$ cat src/sv/rtwa_pkg.sv
`timescale 1ns / 1ps

package rtwa_pkg;

  localparam int TABLE_DEPTH_DEF = 16;
  localparam int WORD_W = 32;
  localparam int HOPS_W = 8;
  localparam int CMD_W = 2;
  localparam int STATUS_W = 2;
  localparam int SLOT_W = 4;
  localparam int IN_DATA_W = 5 * WORD_W + HOPS_W;
  localparam int OUT_DATA_W = 8;
  localparam logic [WORD_W-1:0] TIMEOUT_RESET = 32'd10;

  // slot layout: destination, start time, next hop, sequence, hops from the lowest bit up
  localparam int ENTRY_W = 4 * WORD_W + HOPS_W;

  typedef enum logic [CMD_W-1:0] {
    CMD_PUT    = 2'd0,
    CMD_GET    = 2'd1,
    CMD_REMOVE = 2'd2
  } cmd_t;

  typedef enum logic [STATUS_W-1:0] {
    STATUS_OK        = 2'd0,
    STATUS_FULL      = 2'd1,
    STATUS_NOT_FOUND = 2'd2
  } status_t;

  typedef enum logic [1:0] {
    IDLE,
    SCAN,
    FINISH
  } state_t;

endpackage

$ cat src/sv/rtwa_ram.sv
`timescale 1ns / 1ps

module rtwa_ram #(
  parameter int WIDTH = 8,
  parameter int DEPTH = 16,
  localparam int AW = (DEPTH > 1) ? $clog2(DEPTH) : 1
) (
  input  logic             clk,
  input  logic             we,
  input  logic [AW-1:0]    waddr,
  input  logic [WIDTH-1:0] wdata,
  input  logic             re,
  input  logic [AW-1:0]    raddr,
  output logic [WIDTH-1:0] rdata
);

  logic [WIDTH-1:0] mem [DEPTH];

  always_ff @(posedge clk) begin
    if (we) begin
      mem[waddr] <= wdata;
    end
    if (re) begin
      rdata <= mem[raddr];
    end
  end

endmodule

$ cat src/sv/route_table_with_aging.sv
`timescale 1ns / 1ps

// channel   direction  handshake                      payload
// s_axis    in         s_axis_tvalid / s_axis_tready  tuser command, tdata route fields
// m_axis    out        m_axis_tvalid / m_axis_tready  tuser status, tdata slot index
// max_age   in         max_age_we                     max_age_wdata
//
// one command at a time: after the input transfer the SCAN state reads every slot, FINISH
// registers the result, and only then is the next command taken in IDLE
// the single read port of the slot memory walks every slot for aging and matching
// rst clears the valid bits, the timeout (to 10) and m_axis_tvalid, and returns to IDLE; no clearing pass
// the result register frees the input side; a stalled result holds the final cycle

module route_table_with_aging #(
  parameter int TABLE_DEPTH = rtwa_pkg::TABLE_DEPTH_DEF
) (
  input  logic                            clk,
  input  logic                            rst,
  input  logic                            s_axis_tvalid,
  output logic                            s_axis_tready,
  // now, destination, gateway_addr, start_time, dest_sequence, hop_count
  input  logic [rtwa_pkg::IN_DATA_W-1:0]  s_axis_tdata,
  // command
  input  logic [rtwa_pkg::CMD_W-1:0]      s_axis_tuser,
  output logic                            m_axis_tvalid,
  input  logic                            m_axis_tready,
  // slot_index, zero padded
  output logic [rtwa_pkg::OUT_DATA_W-1:0] m_axis_tdata,
  // status
  output logic [rtwa_pkg::STATUS_W-1:0]   m_axis_tuser,
  input  logic                            max_age_we,
  input  logic [rtwa_pkg::WORD_W-1:0]     max_age_wdata
);

  import rtwa_pkg::*;

  localparam int IW = (TABLE_DEPTH > 1) ? $clog2(TABLE_DEPTH) : 1;
  localparam int CW = IW + 1;
  localparam logic [CW-1:0] DEPTH_CNT = CW'(TABLE_DEPTH);
  localparam logic [IW-1:0] LAST_IDX = IW'(TABLE_DEPTH - 1);

  state_t state, state_next;

  logic [WORD_W-1:0] max_age;
  logic [TABLE_DEPTH-1:0] vld;

  logic [CMD_W-1:0]  cmd;
  logic [WORD_W-1:0] now;
  logic [WORD_W-1:0] dest;
  logic [WORD_W-1:0] gateway;
  logic [WORD_W-1:0] start_time;
  logic [WORD_W-1:0] sequence_num;
  logic [HOPS_W-1:0] hops;

  logic [CW-1:0] rd_cnt;
  logic          chk_vld;
  logic [IW-1:0] chk_idx;
  logic          match_found;
  logic [IW-1:0] match_idx;
  logic          free_found;
  logic [IW-1:0] free_idx;

  logic              ram_re;
  logic              ram_we;
  logic [ENTRY_W-1:0] ram_wdata;
  logic [ENTRY_W-1:0] ram_rdata;

  logic              in_xfer;
  logic              out_free;
  logic              finish_go;
  logic [WORD_W-1:0] age;
  logic              slot_live;
  logic              slot_aged;
  logic              slot_hit;
  logic              take_match;
  logic              take_free;
  logic              drop_match;
  logic              is_put;
  status_t           res_status;
  logic [IW-1:0]     res_idx;

  assign in_xfer  = s_axis_tvalid && s_axis_tready;
  assign out_free = !m_axis_tvalid || m_axis_tready;
  assign is_put   = (cmd == CMD_PUT);

  rtwa_ram #(
    .WIDTH (ENTRY_W),
    .DEPTH (TABLE_DEPTH)
  ) u_slots (
    .clk   (clk),
    .we    (ram_we),
    .waddr (free_idx),
    .wdata (ram_wdata),
    .re    (ram_re),
    .raddr (rd_cnt[IW-1:0]),
    .rdata (ram_rdata)
  );

  assign ram_wdata = {hops, sequence_num, gateway, start_time, dest};

  // per-slot aging and matching on the data just read
  always_comb begin
    age        = now - ram_rdata[2*WORD_W-1:WORD_W];
    slot_aged  = vld[chk_idx] && !age[WORD_W-1] && (age > max_age);
    slot_live  = vld[chk_idx] && !slot_aged;
    slot_hit   = slot_live && (ram_rdata[WORD_W-1:0] == dest);
    take_match = chk_vld && slot_hit && !match_found;
    drop_match = take_match && (is_put || cmd == CMD_REMOVE);
    take_free  = chk_vld && !free_found && (!slot_live || (take_match && is_put));
  end

  // result selection
  always_comb begin
    res_status = STATUS_NOT_FOUND;
    res_idx    = '0;
    case (cmd)
      CMD_PUT: begin
        if (free_found) begin
          res_status = STATUS_OK;
          res_idx    = free_idx;
        end else begin
          res_status = STATUS_FULL;
        end
      end
      CMD_GET, CMD_REMOVE: begin
        if (match_found) begin
          res_status = STATUS_OK;
          res_idx    = match_idx;
        end
      end
      default: begin
        res_status = STATUS_NOT_FOUND;
      end
    endcase
  end

  always_comb begin
    state_next = state;
    case (state)
      IDLE: begin
        if (in_xfer) begin
          state_next = SCAN;
        end
      end
      SCAN: begin
        if (chk_vld && chk_idx == LAST_IDX) begin
          state_next = FINISH;
        end
      end
      FINISH: begin
        if (out_free) begin
          state_next = IDLE;
        end
      end
      default: begin
        state_next = IDLE;
      end
    endcase
  end

  always_comb begin
    s_axis_tready = 1'b0;
    ram_re        = 1'b0;
    finish_go     = 1'b0;
    ram_we        = 1'b0;
    case (state)
      IDLE: begin
        s_axis_tready = 1'b1;
      end
      SCAN: begin
        ram_re = (rd_cnt < DEPTH_CNT);
      end
      FINISH: begin
        finish_go = out_free;
        ram_we    = out_free && is_put && free_found;
      end
      default: begin
        s_axis_tready = 1'b0;
      end
    endcase
  end

  always_ff @(posedge clk) begin
    if (rst) begin
      state         <= IDLE;
      max_age       <= TIMEOUT_RESET;
      vld           <= '0;
      rd_cnt        <= '0;
      chk_vld       <= 1'b0;
      match_found   <= 1'b0;
      free_found    <= 1'b0;
      m_axis_tvalid <= 1'b0;
    end else begin
      state <= state_next;
      if (max_age_we) begin
        max_age <= max_age_wdata;
      end
      if (in_xfer) begin
        rd_cnt      <= '0;
        match_found <= 1'b0;
        free_found  <= 1'b0;
      end
      if (ram_re) begin
        rd_cnt <= rd_cnt + CW'(1);
      end
      chk_vld <= ram_re;
      if (chk_vld && (slot_aged || drop_match)) begin
        vld[chk_idx] <= 1'b0;
      end
      if (take_match) begin
        match_found <= 1'b1;
      end
      if (take_free) begin
        free_found <= 1'b1;
      end
      if (ram_we) begin
        vld[free_idx] <= 1'b1;
      end
      if (finish_go) begin
        m_axis_tvalid <= 1'b1;
      end else if (m_axis_tready) begin
        m_axis_tvalid <= 1'b0;
      end
    end
  end

  always_ff @(posedge clk) begin
    if (in_xfer) begin
      cmd          <= s_axis_tuser;
      now          <= s_axis_tdata[WORD_W-1:0];
      dest         <= s_axis_tdata[2*WORD_W-1:WORD_W];
      gateway      <= s_axis_tdata[3*WORD_W-1:2*WORD_W];
      start_time   <= s_axis_tdata[4*WORD_W-1:3*WORD_W];
      sequence_num <= s_axis_tdata[5*WORD_W-1:4*WORD_W];
      hops         <= s_axis_tdata[5*WORD_W+HOPS_W-1:5*WORD_W];
    end
    chk_idx <= rd_cnt[IW-1:0];
    if (take_match) begin
      match_idx <= chk_idx;
    end
    if (take_free) begin
      free_idx <= chk_idx;
    end
    if (finish_go) begin
      m_axis_tuser <= res_status;
      m_axis_tdata <= OUT_DATA_W'(SLOT_W'(res_idx));
    end
  end

endmodule

$ cat config.mk
export PLATFORM = sky130hd
export DESIGN_NAME = route_table_with_aging
export DESIGN_NICKNAME = d
export VERILOG_FILES = /design/src/sv/rtwa_pkg.sv /design/src/sv/rtwa_ram.sv /design/src/sv/route_table_with_aging.sv
export SDC_FILE = /design/constraint.sdc
export NUM_CORES = 1
export LEC_CHECK = 0
export ABC_AREA = 1
export BUFFER_PORTS_ARGS = -buffer_cell sky130_fd_sc_hd__buf_2
export CAP_MARGIN = 20
export CELL_PAD_IN_SITES_DETAIL_PLACEMENT = 1
export CELL_PAD_IN_SITES_GLOBAL_PLACEMENT = 1
export CORE_UTILIZATION = 25
export CTS_BUF_LIST = sky130_fd_sc_hd__clkbuf_4
export DETAILED_ROUTE_END_ITERATION = 8
export PLACE_DENSITY_LB_ADDON = 0.2
export SYNTH_ARGS = -nofsm -noshare
export SYNTH_HDL_FRONTEND = slang
export SYNTH_HIERARCHICAL = 1
export SYNTH_SLANG_ARGS = --single-unit
$ cat constraint.sdc
create_clock -name clk -period 15.7 [get_ports clk]
set_input_delay 3.925 -clock clk [delete_from_list [all_inputs] [get_ports clk]]
set_output_delay 3.925 -clock clk [all_outputs]
set_load 0.01 [all_outputs]
==> impl_metrics.json, run 1 <==
{
  "outcome": "completed",
  "total_power_mw": 7.517,
  "cts_root_buf": "clkbuf_4",
  "met3_length_um": 6701,
  "met2_length_um": 77390,
  "crit_path_start_kind": "input pin",
  "firstDrtPassIters": 5,
  "numCtsBuffers": 376,
  "clk_pin_slew_ns": 0.06,
  "cts_sinks": 1263,
  "period_needed_ns": 6.810,
  "chipHeight_um": 468.3,
  "tritoncts": "built",
  "layout-drive-gt1-share": 0.1511,
  "io_buffers": 142,
  "synth_area_um2": 54360,
  "drtIter0Drc": 1817,
  "finalSetupViolations": 0,
  "start_util": 0.2525,
  "max-slew-margin-rel": 0.2402,
  "hold_buffers": 0,
  "clockBufferDepth": 4,
  "area_growth_pct": 14.86,
  "row_count": 170,
  "dieArea_um2": 219300,
  "synthCells": 5103,
  "grt_pass1_vias": 38680,
  "utilization": 0.2901,
  "dr.max_layer_used": "met4",
  "core_um2": 215300,
  "critPathRequiredTime_ns": 16.58,
  "clk-insertion-delay-late_ns": 1.37,
  "antenna_left": 0,
  "routed_wirelength_um": 166800,
  "wl_per_cell_um": 19.66,
  "postCtsSetupBuffers": 0,
  "critPathArrivalTime_ns": 7.69,
  "crit_type": "in2reg",
  "ctsResizeCount": 0,
  "place.gp.congestion": 0.7495,
  "fin_skew_ns": 0.1346,
  "worstPathMaxFanout": 45,
  "track_usage": 0.1518,
  "num_vias": 37210,
  "die_w_um": 468.3,
  "period_share": 0.4337,
  "nNetsFinal": 5638,
  "setup_tns_ns": 0,
  "hold_viol": 0,
  "dp_hpwl_um": 88250,
  "grt-ovfl-total": 0,
  "vias_per_cell": 4.387,
  "grt_max_degree": 203,
  "yosys_warnings": 6,
  "cts.htree.levels": 5,
  "crit_path_end_kind": "flip-flop",
  "p_leak_nw": 25.02,
  "maxCapViolCount": 0,
  "drv_slew": 0,
  "antenna_found_initial": 16,
  "avgSynthCellArea_um2": 10.65,
  "num_io_pins": 219,
  "fill_cells": 24430,
  "ir_drop_mv": 0.06851,
  "powerDensity_nw_per_um2": 120.4,
  "met1_length_um": 79210,
  "grt_setup_unrepaired": "false",
  "hold_path_class": "reg2reg",
  "fmax_ghz": 0.1468,
  "tightest_slew_ns": 1.137,
  "drc": 0,
  "grt_first_pass_wirelength_um": 247400
}
-- worst max-delay path: stages --
cell	delay, ns
buf_2	0.07
nor2_1	0.06
nor3_1	0.67
nand2_1	0.37
inv_1	0.32
nand3b_1	0.39
nor2_4	0.90
buf_4	0.93
-- final cells by class --
| cell class | instances | area (um^2) | area share |
|---|---|---|---|
| multi-input cells | 2887 | 13280 | 0.2127 |
| clock inverters | 85 | 357.8 | 0.005731 |
| flip-flops and latches | 1263 | 37310 | 0.5976 |
| well taps | 2838 | 3551 | 0.05687 |
| inverters | 624 | 2375 | 0.03803 |
| diodes | 11 | 27.53 | 0.0004409 |
| repair buffers | 211 | 1311 | 0.02100 |
| clock buffers | 563 | 4227 | 0.06769 |
-- state kept, by name, indices dropped and copies added, names as in the netlist --
signal / cells
max_age: 32
m_axis_tdata: 4
chk_idx: 4
now: 32
u_slots/rdata: 64
cmd: 2
free_found: 1
dest: 32
m_axis_tvalid: 1
u_slots/mem: 1024
vld: 16
match_found: 1
rd_cnt: 5
free_idx: 4
match_idx: 4
m_axis_tuser: 2
start_time: 32
chk_vld: 1
state: 2
-- through the flow --
| step | setup WS (ns) | cell area [um^2] | instances | hold slack [ns] |
|---|---|---|---|---|
| 6_report | 8.890 | 62440 | 8482 | 0.4632 |
| 5_1_grt | 8.661 | 62430 | 8478 | 0.4840 |
| 4_1_cts | 8.928 | 62360 | 8469 | 0.4668 |
| 3_5_place_dp | 7.496 | 57780 | 7821 | 0.4570 |
| 3_3_place_gp | 7.615 | 57780 | 7821 | 0.4566 |
| 2_1_floorplan | 7.440 | 54370 | 5106 | 0.3766 |
-- per-layer routing --
| metal | vias to the layer above | track usage |
|---|---|---|
| met2 | 728 | 0.2460 |
| li1 | 17620 | - |
| met1 | 18560 | 0.2033 |
| met4 | 0 | 0.04585 |
| met3 | 297 | 0.03078 |
| met5 | - | 0 |
-- where the power goes --
group / leakage [nW] / switching, mW / internal (mW) / total, mW
logic: 10.9 / 0.432 / 0.188 / 0.620
registers: 11.4 / 0.0702 / 3.76 / 3.83
clock network: 2.75 / 1.43 / 1.64 / 3.07
-- cell usage in the layout (no fill, tap or decap), types with 11 or more instances in the layout --
cell	instances
ha_1	67
nand2_1	1670
buf_2	142
clkbuf_4	563
clkinv_1	74
nor2_1	69
xnor2_1	20
buf_4	63
nand4_1	19
xor2_1	21
edfxtp_1	1200
diode_2	11
dfxtp_1	59
nor2_4	17
nand3_1	768
or2_2	14
o21ai_0	48
inv_1	614
a21oi_1	95
nor3_1	14
-- final timing paths --
kind                                                endpoint  cells past startpoint  slack (ns)                      from
worst min register to register      max_age[31]$_SDFFE_PP0P_                      2        0.46  max_age[31]$_SDFFE_PP0P_
worst min-delay path                max_age[31]$_SDFFE_PP0P_                      2        0.46  max_age[31]$_SDFFE_PP0P_
worst max-delay path            u_slots/mem[4][47]$_DFFE_PP_                      8        8.89             m_axis_tready
worst max register to register            vld[12]$_SDFF_PP0_                     27       10.91          now[0]$_DFFE_PP_
Note: power is estimated with default switching activity, not from simulation.
==> inputs of run 2 (changes only) <==
==> constraint.sdc (replaced) <==
create_clock -name clk -period 6.8 [get_ports clk]
set_input_delay 1.7 -clock clk [delete_from_list [all_inputs] [get_ports clk]]
set_output_delay 1.7 -clock clk [all_outputs]
set_load 0.01 [all_outputs]
==> run 2 against run 1 <==
Compared with the run above: total power is 130% higher; final area decreased by 0.28%; sequential share of layout area rose by 0.17 points; first-iteration DRC count down 1.6%; die area unchanged; clock-buffer cell count shrank 26; clock power is 120% higher; worst setup slack got worse by 6.9 ns; final cell count down 0.45%; clock skew up 0.013 ns; register-to-register slack got worse by 8.9 ns; highest routed layer is now met5.
==> impl_metrics.json, run 2 (synthesis gave the netlist of run 1 again) <==
{
  "critPathRequiredTime_ns": 7.83,
  "routed_wirelength_um": 165500,
  "grt_pass1_vias": 38430,
  "cts_root_buf": "clkbuf_4",
  "crit_path_start_kind": "flip-flop",
  "antenna_left": 0,
  "max-slew-margin-rel": 0.3250,
  "clk-insertion-delay-late_ns": 1.39,
  "num_vias": 36900,
  "final_cell_mix": "1670 x nand2_1, 1200 x edfxtp_1, 768 x nand3_1, 614 x inv_1, 537 x clkbuf_4",
  "top_register": "u_slots/mem",
  "crit_end": "match_idx[1]$_DFFE_PP_",
  "antenna_found_initial": 14,
  "wl_per_cell_um": 19.60,
  "period_needed_ns": 4.767,
  "hold_viol": 0,
  "placed_cell_area_um2": 57870,
  "ir_drop_mv": 0.1890,
  "clkPwrFrac": 0.402,
  "p_sw_mw": 4.433,
  "grt_max_degree": 159,
  "cts_sinks": 1263,
  "fill_cells": 24280,
  "power_frac_seq": 0.515,
  "track_usage": 0.1507,
  "place.gp.congestion": 0.7535,
  "reg2regPathDepth": 27,
  "clockBufferDepth": 4,
  "final_common_cell": "nand2_1",
  "cts.htree.levels": 5,
  "finalSetupViolations": 0,
  "grt_setup_unrepaired": "false",
  "internal_power_mw": 12.72,
  "hold_buffers": 0,
  "die_w_um": 468.3,
  "chipHeight_um": 468.3,
  "num_io_pins": 219,
  "seqCellArea_um2": 37310,
  "p_leak_nw": 24.90,
  "setup_tns_ns": 0,
  "io_buffers": 142,
  "period_share": 0.7010,
  "largest_reg_flops": 1024,
  "powerDensity_nw_per_um2": 275.5,
  "postLayoutCellArea_um2": 62260,
  "worst_r2r_endpoint": "match_idx[1]$_DFFE_PP_",
  "vias_per_cell": 4.370,
  "tritoncts": "built",
  "maxCapViolCount": 0,
  "drv_slew": 0,
  "crit_start": "now[0]$_DFFE_PP_",
  "crit_type": "reg2reg",
  "crit_path_end_kind": "flip-flop",
  "grt-ovfl-total": 0,
  "dieArea_um2": 219300,
  "grt_first_pass_wirelength_um": 245500,
  "firstDrtPassIters": 5,
  "dp_hpwl_um": 87660,
  "clk_pin_slew_ns": 0.06,
  "layout-drive-gt1-share": 0.1473,
  "multi_input_area_um2": 13280,
  "rrSetupSlack_ns": 2.03,
  "start_util": 0.2525,
  "outcome": "completed",
  "area_growth_pct": 14.54,
  "tightest_slew_ns": 1.012,
  "numCtsBuffers": 372,
  "postCtsSetupBuffers": 0,
  "fin_skew_ns": 0.1477,
  "core_um2": 215300,
  "drc": 0,
  "nNetsFinal": 5630,
  "row_count": 170,
  "timing.rr.start": "now[0]$_DFFE_PP_",
  "hold_path_class": "reg2reg",
  "fmax_ghz": 0.2098,
  "pwr-share-comb": 0.083,
  "critPathArrivalTime_ns": 5.80,
  "top_regs": "u_slots/mem (1024), u_slots/rdata (64)",
  "drtIter0Drc": 1788,
  "netSwitchingFraction": 0.2584,
  "worstPathMaxFanout": 4,
  "ctsResizeCount": 0
}
[run 2: changes by cell type in the layout (fill, tap and decap cells not counted), sizes merged]
| cell | change |
|---|---|
| buf | -4 |
| clkbuf | -26 |
| clkinv | -11 |
| diode | +1 |
| inv | +2 |
[run 2: cell type report]
class | instances | area share
antenna | 12 | 0.0004823
clock buffer | 537 | 0.06475
clock inverter | 76 | 0.005305
inverter | 624 | 0.03806
multi-input combinational | 2887 | 0.2133
sequential | 1263 | 0.5992
tap | 2838 | 0.05703
timing repair buffer | 207 | 0.02186
[run 2: routing by layer]
metal / GRT usage / vias to the layer above / wire length [um]
li1: - / 17570 / -
met1: 0.2001 / 18330 / 78180
met2: 0.2442 / 701 / 76630
met3: 0.03305 / 293 / 7214
met4: 0.04565 / 10 / 3439
met5: 0 / - / 70
[run 2: worst min-delay path by stage]
stage | start | to | depth (start not counted)
4_1_cts | s_axis_tuser[0] | cmd[0]$_DFFE_PP_ | 1
3_5_place_dp | vld[7]$_SDFF_PP0_ | vld[7]$_SDFF_PP0_ | 2
5_1_grt | s_axis_tuser[0] | cmd[0]$_DFFE_PP_ | 1
3_3_place_gp | max_age[23]$_SDFFE_PP0P_ | max_age[23]$_SDFFE_PP0P_ | 2
2_1_floorplan | rd_cnt[1]$_SDFFE_PP0P_ | chk_idx[1]$_DFF_P_ | 0
6_report | vld[3]$_SDFF_PP0_ | vld[3]$_SDFF_PP0_ | 2
[run 2: worst max-delay path, stage by stage, from the launching register on]
cell,delay [ns]
edfxtp_1,0.37
inv_1,0.07
ha_1,0.14
inv_1,0.06
fa_1,0.40
nand3_1,0.10
nand2_1,0.09
a21boi_0,0.63
o21ai_2,0.22
nand3_1,0.12
nand3_1,0.17
nand2_1,0.10
nand2_1,0.08
nand2_1,0.07
nand2_1,0.06
xor2_1,0.15
ha_1,0.28
nand2_1,0.05
nor2_1,0.12
nand2_1,0.11
nor2_1,0.26
nand3_1,0.11
nand2_1,0.09
a21oi_2,0.05
nand2_4,0.11
nand2_1,0.06
or2_1,0.22
inv_1,0.14
[run 2: power by group through the flow]
| stage | registers (mW) | logic (mW) | clock network (mW) |
|---|---|---|---|
| final | 8.84 | 1.42 | 6.89 |
| after global routing | 8.86 | 1.62 | 7.62 |
| after CTS | 8.85 | 1.46 | 7.23 |
| after detailed placement | 9.01 | 1.45 | 0 |
| after global placement | 9.01 | 1.44 | 0 |
| after floorplan | 8.93 | 1.02 | 0 |
[run 2: stage by stage]
stage               cells    util  total power [mW]  setup slack (ns)  hold slack [ns]
floorplan            5106       -             9.947            0.7648           0.3766
global placement     7819  0.2689             10.45             1.703           0.4567
detailed placement   7819  0.2689             10.46             1.628           0.4571
CTS                  8432  0.2891             17.54             1.853           0.2928
global route         8439  0.2892             18.10             1.574           0.3186
finish               8444  0.2893             17.15             2.033           0.4660
